--- config.mk ---
export PLATFORM = sky130hd
export DESIGN_NAME = ctsb_ram
export DESIGN_NICKNAME = d
export VERILOG_FILES = /design/src/hdl/ctsb_ram.sv
export SDC_FILE = /design/constraint.sdc
export NUM_CORES = 1
export LEC_CHECK = 0
export ABC_AREA = 1
export BUFFER_PORTS_ARGS = -buffer_cell sky130_fd_sc_hd__buf_4
export CAP_MARGIN = 20
export CORE_MARGIN = 5
export CORE_UTILIZATION = 53
export CTS_CLUSTER_DIAMETER = 120
export DETAILED_ROUTE_END_ITERATION = 12
export PLACE_DENSITY = 0.8
export SLEW_MARGIN = 10
export SYNTH_ARGS = -nofsm -noshare
export SYNTH_HDL_FRONTEND = slang
export SYNTH_SLANG_ARGS = --single-unit
--- constraint.sdc ---
create_clock -name clock -period 1.9 [get_ports clock]
set_input_delay 0.38 -clock clock [delete_from_list [all_inputs] [get_ports clock]]
set_output_delay 0.38 -clock clock [all_outputs]
set_load 0.005 [all_outputs]
--- src/hdl/ctsb_ram.sv ---
// Simple dual-port synchronous RAM with one write port and one registered read port.
module ctsb_ram #(
   parameter int WIDTH = 8,
   parameter int DEPTH = 2,
   localparam int AW = (DEPTH > 1) ? $clog2(DEPTH) : 1
) (
   input  logic             clock,
   input  logic             wr_en,
   input  logic [AW-1:0]    wr_addr,
   input  logic [WIDTH-1:0] wr_data,
   input  logic             rd_en,
   input  logic [AW-1:0]    rd_addr,
   output logic [WIDTH-1:0] rd_data
);

   logic [WIDTH-1:0] mem_ff [DEPTH];
   logic [WIDTH-1:0] rd_data_ff;

   // Write port.
   always_ff @(posedge clock) begin
      if (wr_en) begin
         mem_ff[wr_addr] <= wr_data;
      end
   end

   // Read port; the data holds until the next read.
   always_ff @(posedge clock) begin
      if (rd_en) begin
         rd_data_ff <= mem_ff[rd_addr];
      end
   end

   assign rd_data = rd_data_ff;

endmodule

==> results.json, run 1 <==
{
  "nets": 91,
  "dr.pass1.iters": 2,
  "min_period_ps": 1211,
  "synth_seq_cells": 24,
  "cap_viol_max_count": 0,
  "status": "complete, no violations",
  "drt_iter0_markers": 4,
  "max_stage_delay_ps": 380,
  "yosys.cell_types.count": 6,
  "ir_drop_uv": 598.7,
  "synth_area_um2": 840.8,
  "clockBufferDepth": 2,
  "drive_above_1_share": 0.3117,
  "crit_buf_inv": 1,
  "p_total_mw": 0.9125,
  "p_int_mw": 0.7378,
  "postRouteWirelength_um": 1104,
  "overflow": 0,
  "worst-setup-path-type": "register to output pin",
  "leakagePower_nw": 0.4333,
  "pwr-share-seq": 0.694,
  "postCtsHoldBufs": 0,
  "cts_buffers": 3,
  "root_buffer": "clkbuf_4",
  "period_share": 0.6372,
  "synth_nets": 67,
  "rsz0062_at_grt": "false",
  "syn2layout_area_growth_pct": 22.02,
  "crit_path_end_kind": "output pin",
  "cp.required_ps": 1520,
  "chipHeight_um": 49.83,
  "fin_tns_setup_ps": 0,
  "post-cts-setup-buffers": 0,
  "hpwlAfterDp_um": 873.5,
  "hold_viol": 0,
  "wire_per_inst_um": 11.87,
  "slowest_stage": "edfxtp_1",
  "h-tree-depth": 1,
  "switching_share": 0.1915,
  "synthCells": 54,
  "holdCritPathClass": "input port to register",
  "clock-sinks": 24,
  "pwr-share-comb": 0.077,
  "gp_congestion": 0.6429,
  "seq_area_frac_synth": 0.8571,
  "ys_warn_count": 0,
  "final_max_slew_viol_count": 0,
  "synth_area_per_cell_um2": 15.57,
  "cts_tree": "built",
  "io_pins": 21,
  "drtAntennaViolNets": 0,
  "finalSetupViolations": 0,
  "n_antenna_cell": 0,
  "die_area_um2": 2483,
  "drc": 0,
  "io_buffers": 20,
  "grt_pass1_vias": 459,
  "start_util": 0.5581,
  "core_um2": 1506,
  "critPathTopFamily": "flip-flops",
  "antenna_found_initial": 0,
  "num_vias": 447,
  "clock_latency_ps": 300,
  "clkTransAtPathRegs_ps": 110,
  "worst_pin_slew_ps": 623.0,
  "rows": 14,
  "grt_pass1_wl_um": 1932,
  "p_clk_frac": 0.229,
  "slew-limit-headroom": 0.5832,
  "grt_usage": 0.1037,
  "p_per_area_nw_per_um2": 889.4,
  "die_width_um": 49.83,
  "grt_max_degree": 14,
  "cts_resized": 0,
  "max_freq_ghz": 0.8260,
  "cp_max_fo": 1,
  "critPathArrivalTime_ps": 830,
  "startpoint_type": "register",
  "viasPerCell": 4.806,
  "netSwitchingPower_mw": 0.1747,
  "path_cells": "buf_4",
  "skew_ps": 4.436
}
-- cells in the final DEF (no fill, tap or decap) --
cell type	Yosys	layout
nand2_1	25	25
edfxtp_1	24	24
buf_4	0	20
clkbuf_4	0	3
inv_1	2	2
inv_2	1	1
nor2_1	1	1
clkinv_1	0	1
-- power groups by stage --
stage | clock [mW] | combinational, mW | sequential (mW)
global placement | 0 | 0.0687 | 0.644
global route | 0.246 | 0.0794 | 0.637
floorplan | 0 | 0.0244 | 0.646
detailed placement | 0 | 0.0715 | 0.646
CTS | 0.221 | 0.0715 | 0.634
finish | 0.209 | 0.0699 | 0.633
-- kinds of logic after synthesis --
family	count (synthesis)	synth area share
DFF	24	0.8571
and+or+nand+nor	26	0.1161
buffers and inverters	4	0.02678
-- Yosys cell counts, drive strengths merged --
cell type   n  area (µm²)
buf         1       11.26
nand2      25       93.84
inv         3       11.26
edfxtp     24       720.7
nor2        1       3.750
-- metal layers --
layer,share of wire,global-route usage
met5,0,0
met4,0.020,0.06550
met3,0.098,0.04217
met2,0.48,0.1674
met1,0.41,0.1107
-- final timing paths --
check | endpoint | from | cells past startpoint | slack [ps]
worst max register to register | rd_data[0] | mem_ff[1][0] | 2 | 1160
worst min-delay path | mem_ff[0][6] | wr_data[6] | 1 | 250
worst min register to register | rd_data[0] | mem_ff[0][0] | 2 | 530
worst max-delay path | rd_data[1] | rd_data[1] | 1 | 690
-- metrics by stage --
step	area (µm²)	cells	setup WS, ps	util	hold WS, ps
CTS	1026	93	668.0	0.6811	237.1
finish	1026	93	689.3	0.6811	251.1
global placement	999.7	89	559.7	0.6636	498.6
global route	1026	93	624.2	0.6811	221.3
floorplan	840.8	54	760.1	-	478.9
detailed placement	999.7	89	502.1	0.6636	504.7
-- flip-flops by register name, summed over array words and instances, names as in the netlist --
| signal | flops |
|---|---|
| mem_ff | 16 |
| rd_data | 8 |
-- layout make-up --
cell class	instances	area, µm²
clock inverter	1	3.754
inverter	3	11.26
tap	16	20.02
timing repair buffer	20	150.1
fill	115	480.5
multi-input combinational	26	97.59
sequential	24	720.7
clock buffer	3	22.52
Power figures use the tool's default switching activity.
==> run 2, diff against run 1 <==
--- a/config.mk
+++ b/config.mk
@@ -5,14 +5,14 @@
 export SDC_FILE = /design/constraint.sdc
 export NUM_CORES = 1
 export LEC_CHECK = 0
-export ABC_AREA = 1
+export ABC_AREA = 0
 export BUFFER_PORTS_ARGS = -buffer_cell sky130_fd_sc_hd__buf_4
 export CAP_MARGIN = 20
 export CORE_MARGIN = 5
-export CORE_UTILIZATION = 53
+export CORE_UTILIZATION = 50
 export CTS_CLUSTER_DIAMETER = 120
 export DETAILED_ROUTE_END_ITERATION = 12
-export PLACE_DENSITY = 0.8
+export PLACE_DENSITY = 0.75
 export SLEW_MARGIN = 10
 export SYNTH_ARGS = -nofsm -noshare
 export SYNTH_HDL_FRONTEND = slang
==> constraint.sdc (replaced) <==
create_clock -name clock -period 1.2 [get_ports clock]
set_input_delay 0.24 -clock clock [delete_from_list [all_inputs] [get_ports clock]]
set_output_delay 0.24 -clock clock [all_outputs]
set_load 0.005 [all_outputs]
==> results.json, run 2 <==
{
  "status": "complete, no violations",
  "post-cts-setup-buffers": 0,
  "viasPerCell": 5.118,
  "dr.pass1.iters": 2,
  "p_clk_frac": 0.227,
  "crit_buf_inv": 1,
  "max_stage_delay_ps": 390,
  "largest_reg_flops": 16,
  "min_period_ps": 1068,
  "grt_pass1_wl_um": 1635,
  "leakagePower_nw": 0.4156,
  "fin_tns_setup_ps": 0,
  "root_buffer": "clkbuf_4",
  "synthTopCellsByCount": "edfxtp_1, mux2_4, and2_1, buf_6, nor2b_1",
  "holdWs_ps": 114.2,
  "gp_congestion": 0.6341,
  "core_um2": 1689,
  "hold_viol": 0,
  "chipHeight_um": 51.59,
  "synth_top_area_cell": "edfxtp_1",
  "final_max_slew_viol_count": 0,
  "die_width_um": 51.59,
  "io_pins": 21,
  "seq_area_frac_synth": 0.8336,
  "p_int_mw": 1.196,
  "finalSetupViolations": 0,
  "grt_max_degree": 14,
  "ir_drop_uv": 830.3,
  "final_cell_mix": "edfxtp_1, buf_4, mux2_4, clkbuf_4",
  "crit_path_end_kind": "output pin",
  "cp_max_fo": 1,
  "die_area_um2": 2661,
  "layout_commonest_cell": "edfxtp_1",
  "rows": 15,
  "slew-limit-headroom": 0.7623,
  "slowest_stage": "edfxtp_1",
  "synth_area_um2": 864.6,
  "n_antenna_cell": 0,
  "rsz0062_at_grt": "false",
  "startpoint_type": "register",
  "cap_viol_max_count": 0,
  "fin_util": 0.6267,
  "drtAntennaViolNets": 0,
  "critPathArrivalTime_ps": 830,
  "ys_warn_count": 0,
  "period_share": 0.8897,
  "synthCells": 35,
  "holdCritPathClass": "input port to register",
  "cp.required_ps": 960,
  "pwr-share-comb": 0.089,
  "cts_buffers": 3,
  "clockBufferDepth": 2,
  "clkTransAtPathRegs_ps": 120,
  "netSwitchingPower_mw": 0.2696,
  "clock_latency_ps": 300,
  "synth_area_per_cell_um2": 24.70,
  "drc": 0,
  "p_per_area_nw_per_um2": 1385,
  "setup_slack_ps": 132.3,
  "grt_pass1_vias": 385,
  "max_freq_ghz": 0.9366,
  "critPathTopFamily": "flip-flops",
  "h-tree-depth": 1,
  "synth_area_leaders": "edfxtp_1, mux2_4, buf_6, and2_1, nor2b_1",
  "synth_nets": 48,
  "path_cells": "buf_4",
  "skew_ps": 2.916,
  "clock-sinks": 24,
  "yosys.cell_count.top_type": "edfxtp_1",
  "cts_tree": "built",
  "dpl_cell_area_um2": 1032,
  "switching_share": 0.1839,
  "drive_above_1_share": 0.5424,
  "place_ws_ps": 179.4,
  "postRouteWirelength_um": 1018,
  "pwr-share-seq": 0.684,
  "postCtsHoldBufs": 0,
  "drt_iter0_markers": 4,
  "synth_top_area_frac": 0.8336,
  "syn2layout_area_growth_pct": 22.43,
  "antenna_found_initial": 0,
  "cts_resized": 0,
  "stdcell_count": 76,
  "start_util": 0.5119,
  "overflow": 0,
  "synth_seq_cells": 24,
  "largest-register": "mem_ff",
  "nets": 73,
  "yosys.cell_types.count": 5,
  "io_buffers": 20,
  "worst-setup-path-type": "register to output pin",
  "async_flop_share": 0,
  "dp.cells": 72,
  "synth_ff_type": "edfxtp_1",
  "p_total_mw": 1.466,
  "wire_per_inst_um": 13.39,
  "final_cell_area_um2": 1059,
  "synth-edff-count": 24,
  "grt_usage": 0.09255,
  "num_vias": 389,
  "worst_pin_slew_ps": 356.5
}
-- run 2: layout make-up --
class | count | area, µm²
Timing Repair Buffer | 21 | 157.7
Multi-Input combinational cell | 10 | 132.6
Sequential cell | 24 | 720.7
Clock buffer | 3 | 22.52
Fill cell | 126 | 630.6
Clock inverter | 1 | 3.754
Tap cell | 17 | 21.27
-- run 2: worst paths after layout --
check	startpoint	end	slack [ps]	cells after the start
setup / recovery	rd_data[5]	rd_data[5]	130	1
hold / removal	wr_data[0]	mem_ff[1][0]	110	1
setup reg to reg	mem_ff[0][5]	rd_data[5]	290	1
hold reg to reg	mem_ff[0][7]	rd_data[7]	560	1
-- run 2: metal layers --
layer	vias up	routed length (µm)	global-route usage
li1	185	-	-
met2	18	472	0.1377
met4	0	43	0.09170
met1	181	412	0.09653
met5	-	0	0
met3	5	90	0.03725
-- run 2: kinds of logic after synthesis --
family,after synthesis,synth area share
buf+inv,1,0.01302
flops,24,0.8336
mux,8,0.1389
simple gates,2,0.01448
-- run 2: power groups by stage --
| stage | Sequential, mW | Clock, mW | Combinational (mW) |
|---|---|---|---|
| floorplan | 1.02 | 0 | 0.0573 |
| global placement | 1.02 | 0 | 0.129 |
| detailed placement | 1.02 | 0 | 0.132 |
| CTS | 1.00 | 0.339 | 0.132 |
| global route | 1.01 | 0.374 | 0.141 |
| finish | 1.00 | 0.333 | 0.130 |
