[config.mk]
export PLATFORM = sky130hd
export DESIGN_NAME = ctsb_key_cmp
export DESIGN_NICKNAME = d
export VERILOG_FILES = /design/src/hdl/ctsb_key_cmp.sv
export SDC_FILE = /design/constraint.sdc
export NUM_CORES = 1
export LEC_CHECK = 0
export BUFFER_PORTS_ARGS = -buffer_cell sky130_fd_sc_hd__buf_4
export CAP_MARGIN = 20
export CORE_MARGIN = 2
export CORE_UTILIZATION = 30
export DETAILED_ROUTE_END_ITERATION = 10
export PLACE_DENSITY = 0.69
export SLEW_MARGIN = 20
export SYNTH_ARGS = -nofsm -noshare
export SYNTH_HDL_FRONTEND = slang
export SYNTH_SLANG_ARGS = --single-unit
[constraint.sdc]
create_clock -name vclk -period 3.11
set_input_delay 0.1555 -clock vclk [all_inputs]
set_output_delay 0.1555 -clock vclk [all_outputs]
set_load 0.05 [all_outputs]
[src/hdl/ctsb_key_cmp.sv]
// Lexicographic less-than compare of two coordinate records over the used modes.
module ctsb_key_cmp #(
   parameter int MODES = 3,
   parameter int CB    = 32,
   parameter int LW    = 2
) (
   input  logic [MODES*CB-1:0] key_a,
   input  logic [MODES*CB-1:0] key_b,
   input  logic [LW-1:0]       last_level,
   output logic                less
);

   logic [MODES*CB-1:0] mask_a;
   logic [MODES*CB-1:0] mask_b;

   // Modes past the last used level do not take part in the order.
   always_comb begin
      for (int k = 0; k < MODES; k++) begin
         if (k <= int'(last_level)) begin
            mask_a[(MODES-1-k)*CB +: CB] = key_a[(MODES-1-k)*CB +: CB];
            mask_b[(MODES-1-k)*CB +: CB] = key_b[(MODES-1-k)*CB +: CB];
         end else begin
            mask_a[(MODES-1-k)*CB +: CB] = '0;
            mask_b[(MODES-1-k)*CB +: CB] = '0;
         end
      end
   end

   // Mode 0 sits in the top bits, so one compare gives the lexicographic order.
   assign less = (mask_a < mask_b);

endmodule

==> results of run 1 <==
## worst paths after layout
path | to | slack, ns
hold / removal | less | 1.06
setup / recovery | less | 0.33
## placed cells by master (no fill, tap or decap)
cell,n
sky130_fd_sc_hd__a21oi_2,2
sky130_fd_sc_hd__nand3_1,9
sky130_fd_sc_hd__nor4bb_1,2
sky130_fd_sc_hd__inv_1,33
sky130_fd_sc_hd__buf_4,198
sky130_fd_sc_hd__nor2_1,11
sky130_fd_sc_hd__nand4_1,14
sky130_fd_sc_hd__a41oi_1,1
sky130_fd_sc_hd__nand2_1,89
sky130_fd_sc_hd__a22oi_1,2
sky130_fd_sc_hd__o21a_1,1
sky130_fd_sc_hd__nor4_1,1
sky130_fd_sc_hd__and4_1,2
sky130_fd_sc_hd__o21ai_0,13
sky130_fd_sc_hd__a221oi_2,1
sky130_fd_sc_hd__or2_2,1
sky130_fd_sc_hd__a21o_1,6
sky130_fd_sc_hd__a21oi_1,40
sky130_fd_sc_hd__o211ai_1,3
sky130_fd_sc_hd__ha_1,95
sky130_fd_sc_hd__a2bb2oi_1,1
sky130_fd_sc_hd__nor3_1,5
sky130_fd_sc_hd__a211oi_1,2
sky130_fd_sc_hd__nor2b_1,1
sky130_fd_sc_hd__o21bai_1,1
sky130_fd_sc_hd__and2_1,63
sky130_fd_sc_hd__o21ai_1,1
sky130_fd_sc_hd__a2111oi_4,1
sky130_fd_sc_hd__nand3b_1,1
sky130_fd_sc_hd__o2111ai_1,1
sky130_fd_sc_hd__o21ai_2,1
sky130_fd_sc_hd__a41oi_2,1
sky130_fd_sc_hd__o311ai_1,1
## logic make-up (layout without fill, tap and decap cells)
family / Yosys count / after routing / share of synthesized area, %
and+or+nand+nor: 199 / 199 / 34.65
AOI/OAI and AO/OA: 79 / 79 / 17.59
adders and majority gates: 95 / 95 / 41.56
buffers and inverters: 47 / 231 / 6.212
## final cells by class
class | count | area (sq um)
fillers | 932 | 4786
multi-input cells | 373 | 2683
repair buffers | 198 | 1486
well taps | 129 | 161.4
inverters | 33 | 123.9
## metal layers
metal / part of all wire (%) / global-route usage, % / vias to the layer above
li1: - / - / 1838
met1: 40 / 18.96 / 1489
met2: 51 / 33.81 / 131
met3: 7.7 / 2.553 / 6
met4: 0.62 / 1.455 / 0
met5: 0 / 0 / -
## where the power goes
| part | total [mW] | switching [mW] | internal, mW |
|---|---|---|---|
| combinational | 0.578 | 0.251 | 0.327 |
| clock | 0 | 0 | 0 |
| sequential | 0 | 0 | 0 |
| total | 0.578 | 0.251 | 0.327 |
==> summary by stage, run 1 <==
Synth
Synthesis produced 420 cells. Counting instances in the post-synthesis netlist gives the leading cell types as 95 x sky130_fd_sc_hd__ha_1, 89 x sky130_fd_sc_hd__nand2_1, 63 x sky130_fd_sc_hd__and2_1. By area the synthesized netlist is led by sky130_fd_sc_hd__ha_1 42%, sky130_fd_sc_hd__and2_1 14%, sky130_fd_sc_hd__nand2_1 12%. The synthesized design spends more area on one cell type than any other, namely sky130_fd_sc_hd__ha_1. Counting every net in the synthesized netlist gives 709. Of the synthesized area, sequential elements account for 0%. After synthesis the cells add up to 0.002860 sq mm.

A synthesized cell averages 6.810 sq um. The number of distinct library cell variants in the gate-level netlist after synthesis is 34. The share of synthesized area in the top cell type comes to 41.56%.

The count of warnings emitted by yosys is 0. Yosys instantiated no cell more often than sky130_fd_sc_hd__ha_1.

Finish
The final net count is 895. Cells with a size suffix above 1 make up 33.94% of the layout. The sequential cells in the finished layout cover a total of 0 sq um. Counting the clock-network buffers in the layout gives 0. Cells fill 48.21% of the core in the end. The number of non-filler instances in the completed layout is 733. The sequential cell count is 0.

The finished layout cell area is 0.004454 sq mm. From synthesis to final layout, the design area changed by 55.73%. 0 antenna diodes ended up in the layout.

Job
The number of max-cap violations is 0.

Global routing
Across every metal layer, demand over resource in global routing totals 16.79%. Entering global routing, the biggest net connects 64 pins. The number of antenna violations at the first check in global routing is 0.

The global-route wire length before repair is 14.55 mm. The number of global-route vias before repair is 3568. For this run the aggregate overflow at the end of global routing stands at 0.

Critical path
The peak per-stage delay on the critical path is 0.38 ns. The critical path start-end classification is in2out. The signal on the critical path passes through buf_4 > or2_2 > buf_4 > and2_1 > ha_1 > nand4_1 > nor4_1 > a22oi_1 > a22oi_1 > a21oi_1 > nand3b_1 > a41oi_2 > buf_4. The critical path runs through a total of 13 cells. The critical path startpoint is last_level[1]. The required time reported for the critical path endpoint is 2.95 ns. The arrival time at the worst endpoint is 2.62 ns.

Together, buffers and inverters on the worst path number 3. STA classifies the critical path endpoint as an output port. The cell with the biggest individual delay on the critical path is sky130_fd_sc_hd__nor4_1.

The most repeated library cell on the critical path is sky130_fd_sc_hd__buf_4. Grouping stages by cell kind, the critical path spends the most delay in simple AND/OR/NAND/NOR gates. The peak fanout along the critical path is 43. The worst setup path is launched from an input pin.

Route
The post-route antenna net violation count is 0. The post-detailed-route DRC marker count is 0. The via count normalized by instance count is 4.726.

The routed length per placed instance is 12.33 um. The first TritonRoute pass finished after 6 iterations. The total vias in the final route is 3464. For this block, the routed nets add up to 9.040 mm of wire. After the first detailed-routing iteration, the DRC count stood at 64.

Timing
The minimum clock period after layout is 2.776 ns. Of the available clock period, the critical path in the final layout requires 89.27%. Timing would allow up to 360.2 MHz. Hold is met by 1.062 ns. The worst-case setup margin in the final layout is 0.3336 ns. The worst slew slack as a fraction of its limit is 68.65%.

The actual slew at the worst max-slew pin is 0.4702 ns. The count of final max-slew check failures came to 0. Setup violations remaining at the end of the flow were counted as 0.

Setup repair after global routing left no endpoint under its margin. The final sum of negative setup slack is 0 ns. The hold violation total from the final report came to 0.

Die
The die is 101.6 um tall. From left edge to right edge, the die measures 101.6 um. The number of rows created at floorplan is 35. 195 I/O pins were placed.

The core box area is 0.009240 sq mm. The initial cell density of the core is 30.95%. The die footprint is 0.01033 sq mm.

Place
At the placement stage, the worst setup path has a slack of 0.3200 ns. The wire-length estimate of the detail-placed layout is 8.280 mm. The count of input and output buffers is 195. After detailed placement, the total cell area comes to 0.004454 sq mm. The number of placed instances, taps included, is 733.

At the end of routability-driven placement, the weighted congestion stood at 0.7904.

Min path
The start point of the worst min-delay path is key_a[93]. The worst hold path was traced through 7 stages. The tightest min-delay check is of the in2out type.

Power
For this design the ratio of total power to cell area is 129.7 mW/mm^2. The analysis attributes to cell leakage a power of 2.469 nW. The completed layout was analyzed and its total power is 577.7 uW.

The worst-case IR drop observed on VDD is 0.05919 mV.

Clocking
The number of post-CTS setup repair buffers is 0. The count of instances resized after the clock tree is built is 0. The count of hold buffers inserted by post-cts repair is 0.

Outcome
The flow ran to the end, and the final reports show no timing, DRC or antenna violations.
Power figures use the tool's default switching activity.
==> inputs of run 2 (changes only) <==
CORE_ASPECT_RATIO = 1.5   (was not set)
==> run 2 against run 1 <==
Wire length grew 0.61%. Largest cell class unchanged. Largest power group unchanged. Die area rose by 0.16%. Hold slack improved by 0.025 ns. Flip-flop and latch count did not move. First-iteration DRC count increased by 28%. Critical path type unchanged. Cell area shrank 0.20%.
==> summary by stage, run 2 (same netlist as run 1, synthesis figures left out) <==
Route
After detailed routing, the number of remaining DRC violations is 0. The first-pass iteration count of the detailed router is 4. The detailed router finished its first iteration with 82 violations.

Once detail routing completed, the nets flagged for antenna violations numbered 0. The via count normalized by instance count is 4.892. The final route contains 3503 vias. The routed length per placed instance is 12.70 um. Wires add up to 9.095 mm.

Finish
The count of cells in the finished layout, fillers not included, comes to 716. In the final layout, the share of cells above drive strength 1 is 33.94%. The sequential cell count is 0. The layout has 0 clock buffers. Leaving out fill and tap cells, the most frequent cells in the layout are 197 x sky130_fd_sc_hd__buf_4, 95 x sky130_fd_sc_hd__ha_1, 89 x sky130_fd_sc_hd__nand2_1. The layout has 928 filler cells. The area growth from synthesis to layout is 55.42%. After routing the design area is 0.004446 sq mm. The sequential cells in the finished layout cover a total of 0 sq um. The net count of the finished layout is 895. Cells fill 48.04% of the core in the end. The leading cell type in the layout, fill and taps excluded is sky130_fd_sc_hd__buf_4. The number of antenna diodes is 0.

Critical path
On the critical path, the stage with the largest delay is an instance of sky130_fd_sc_hd__nor4_1. The buffering stage count on the worst path with inverters included is 3. On the critical path the largest part of the delay comes from simple AND/OR/NAND/NOR gates. STA classifies the critical path startpoint as an input pin.

At the worst endpoint, the required time is 2.95 ns. The critical path startpoint is last_level[1]. In this run the worst path has a maximum fanout of 64. The peak per-stage delay on the critical path is 0.38 ns. The capturing element type of the critical path is an output port.

The cell depth of the worst setup path is 13. In this run the worst setup path terminates at less. The worst setup path is of the in2out kind. The critical path goes through buf_4 > or2_2 > buf_12 > and2_1 > ha_1 > nand4_1 > nor4_1 > a22oi_1 > a22oi_1 > a21oi_1 > nand3b_1 > a41oi_2 > buf_4. The arrival time at the worst endpoint is 2.60 ns.

Place
The count of input and output buffers is 195. At the end of routability-driven placement, the weighted congestion stood at 0.9096. Once placement finished, the instance area stood at 0.004446 sq mm. Once placement completed, the tool counted placed cells totaling 716. OpenSTA, run right after detailed placement, puts the worst setup slack at 0.3462 ns. Detailed placement finished with a half-perimeter wire length of 8.381 mm.

Min path
The class of the worst hold path is in2out.

Die
In this run the core area contains 43 standard-cell rows. The core box area is 0.009254 sq mm. The die footprint is 0.01035 sq mm. The die is 123.6 um tall. In this run the horizontal extent of the chip is 83.73 um. For this configuration, the core starts out at a cell density of 30.91%. For this design the top-level I/O count stands at 195.

Global routing
Global routing used 16.70% of the available tracks across all layers. Entering global routing, the biggest net connects 65 pins. The residual overflow from global routing is 0.

The number of antenna violations at the first check in global routing is 0. The number of global-route vias before repair is 3556. The global-route wire length before repair is 14.66 mm.

Power
The leakage power total is 2.475 nW. After layout, the design draws a total of 576.6 uW. Power spread over the standard cell area amounts to 129.7 mW/mm^2. VDD sags by at most 0.07203 mV.

Timing
The post-route fraction of the period consumed by the critical path is 88.61%. Setup violations remaining at the end of the flow were counted as 0. The actual slew at the worst max-slew pin is 0.3981 ns. The final sum of negative setup slack is 0 ns. The worst-case setup margin in the final layout is 0.3542 ns. The hold violation total from the final report was 0. Setup repair after global routing left no endpoint under its margin. The highest clock frequency the design can meet is 362.9 MHz. The minimum clock period after layout is 2.756 ns.

The worst pin sits at a relative slew slack of 73.18%. The worst hold slack across all endpoints is 1.087 ns. The count of final max-slew check failures is 0.

Clocking
The number of hold buffers added after CTS was 0. The count of instances resized after the clock tree is built is 0. The number of post-CTS setup repair buffers is 0.

Outcome
The flow ran to the end, and the final reports show no timing, DRC or antenna violations.

Job
Across the run, the number of max-cap violations was 0.
run 2: cell types whose count changed in the layout (fill, tap and decap cells not counted):
cell	previous run	this run
sky130_fd_sc_hd__buf_4	198	197
sky130_fd_sc_hd__buf_12	0	1
run 2: worst min path at each step:
stage | start | endpoint | depth (start not counted)
2_1_floorplan | key_a[94] | less | 5
5_1_grt | key_b[32] | less | 7
3_5_place_dp | key_b[32] | less | 7
6_report | key_a[93] | less | 7
3_3_place_gp | key_b[32] | less | 7
4_1_cts | key_b[32] | less | 7
run 2: routing by layer:
metal | part of all wire, % | wire length (um) | up-vias | track usage (%)
li1 | - | - | 1834 | -
met1 | 38 | 3413 | 1518 | 17.82
met2 | 55 | 4984 | 141 | 36.00
met3 | 6.0 | 545 | 10 | 0.8615
met4 | 1.7 | 152 | 0 | 2.419
met5 | 0 | 0 | - | 0
run 2: area by class of cell:
| type | instances | area [sq um] | area share (%) |
|---|---|---|---|
| multi-input cells | 373 | 2683 | 60.34 |
| repair buffers | 198 | 1499 | 33.72 |
| well taps | 112 | 140.1 | 3.152 |
| inverters | 33 | 123.9 | 2.786 |
run 2: report_power, final:
group | switching (mW) | internal [mW]
Clock | 0 | 0
Sequential | 0 | 0
Combinational | 0.249 | 0.328
Total | 0.249 | 0.328
run 2: tightest hold or removal path, cell delays in order:
cell and delay (ns):
sky130_fd_sc_hd__buf_4 0.08, sky130_fd_sc_hd__ha_1 0.13, sky130_fd_sc_hd__a21oi_1 0.04, sky130_fd_sc_hd__a21oi_1 0.17, sky130_fd_sc_hd__nand3b_1 0.14, sky130_fd_sc_hd__a41oi_2 0.04
sky130_fd_sc_hd__buf_4 0.18
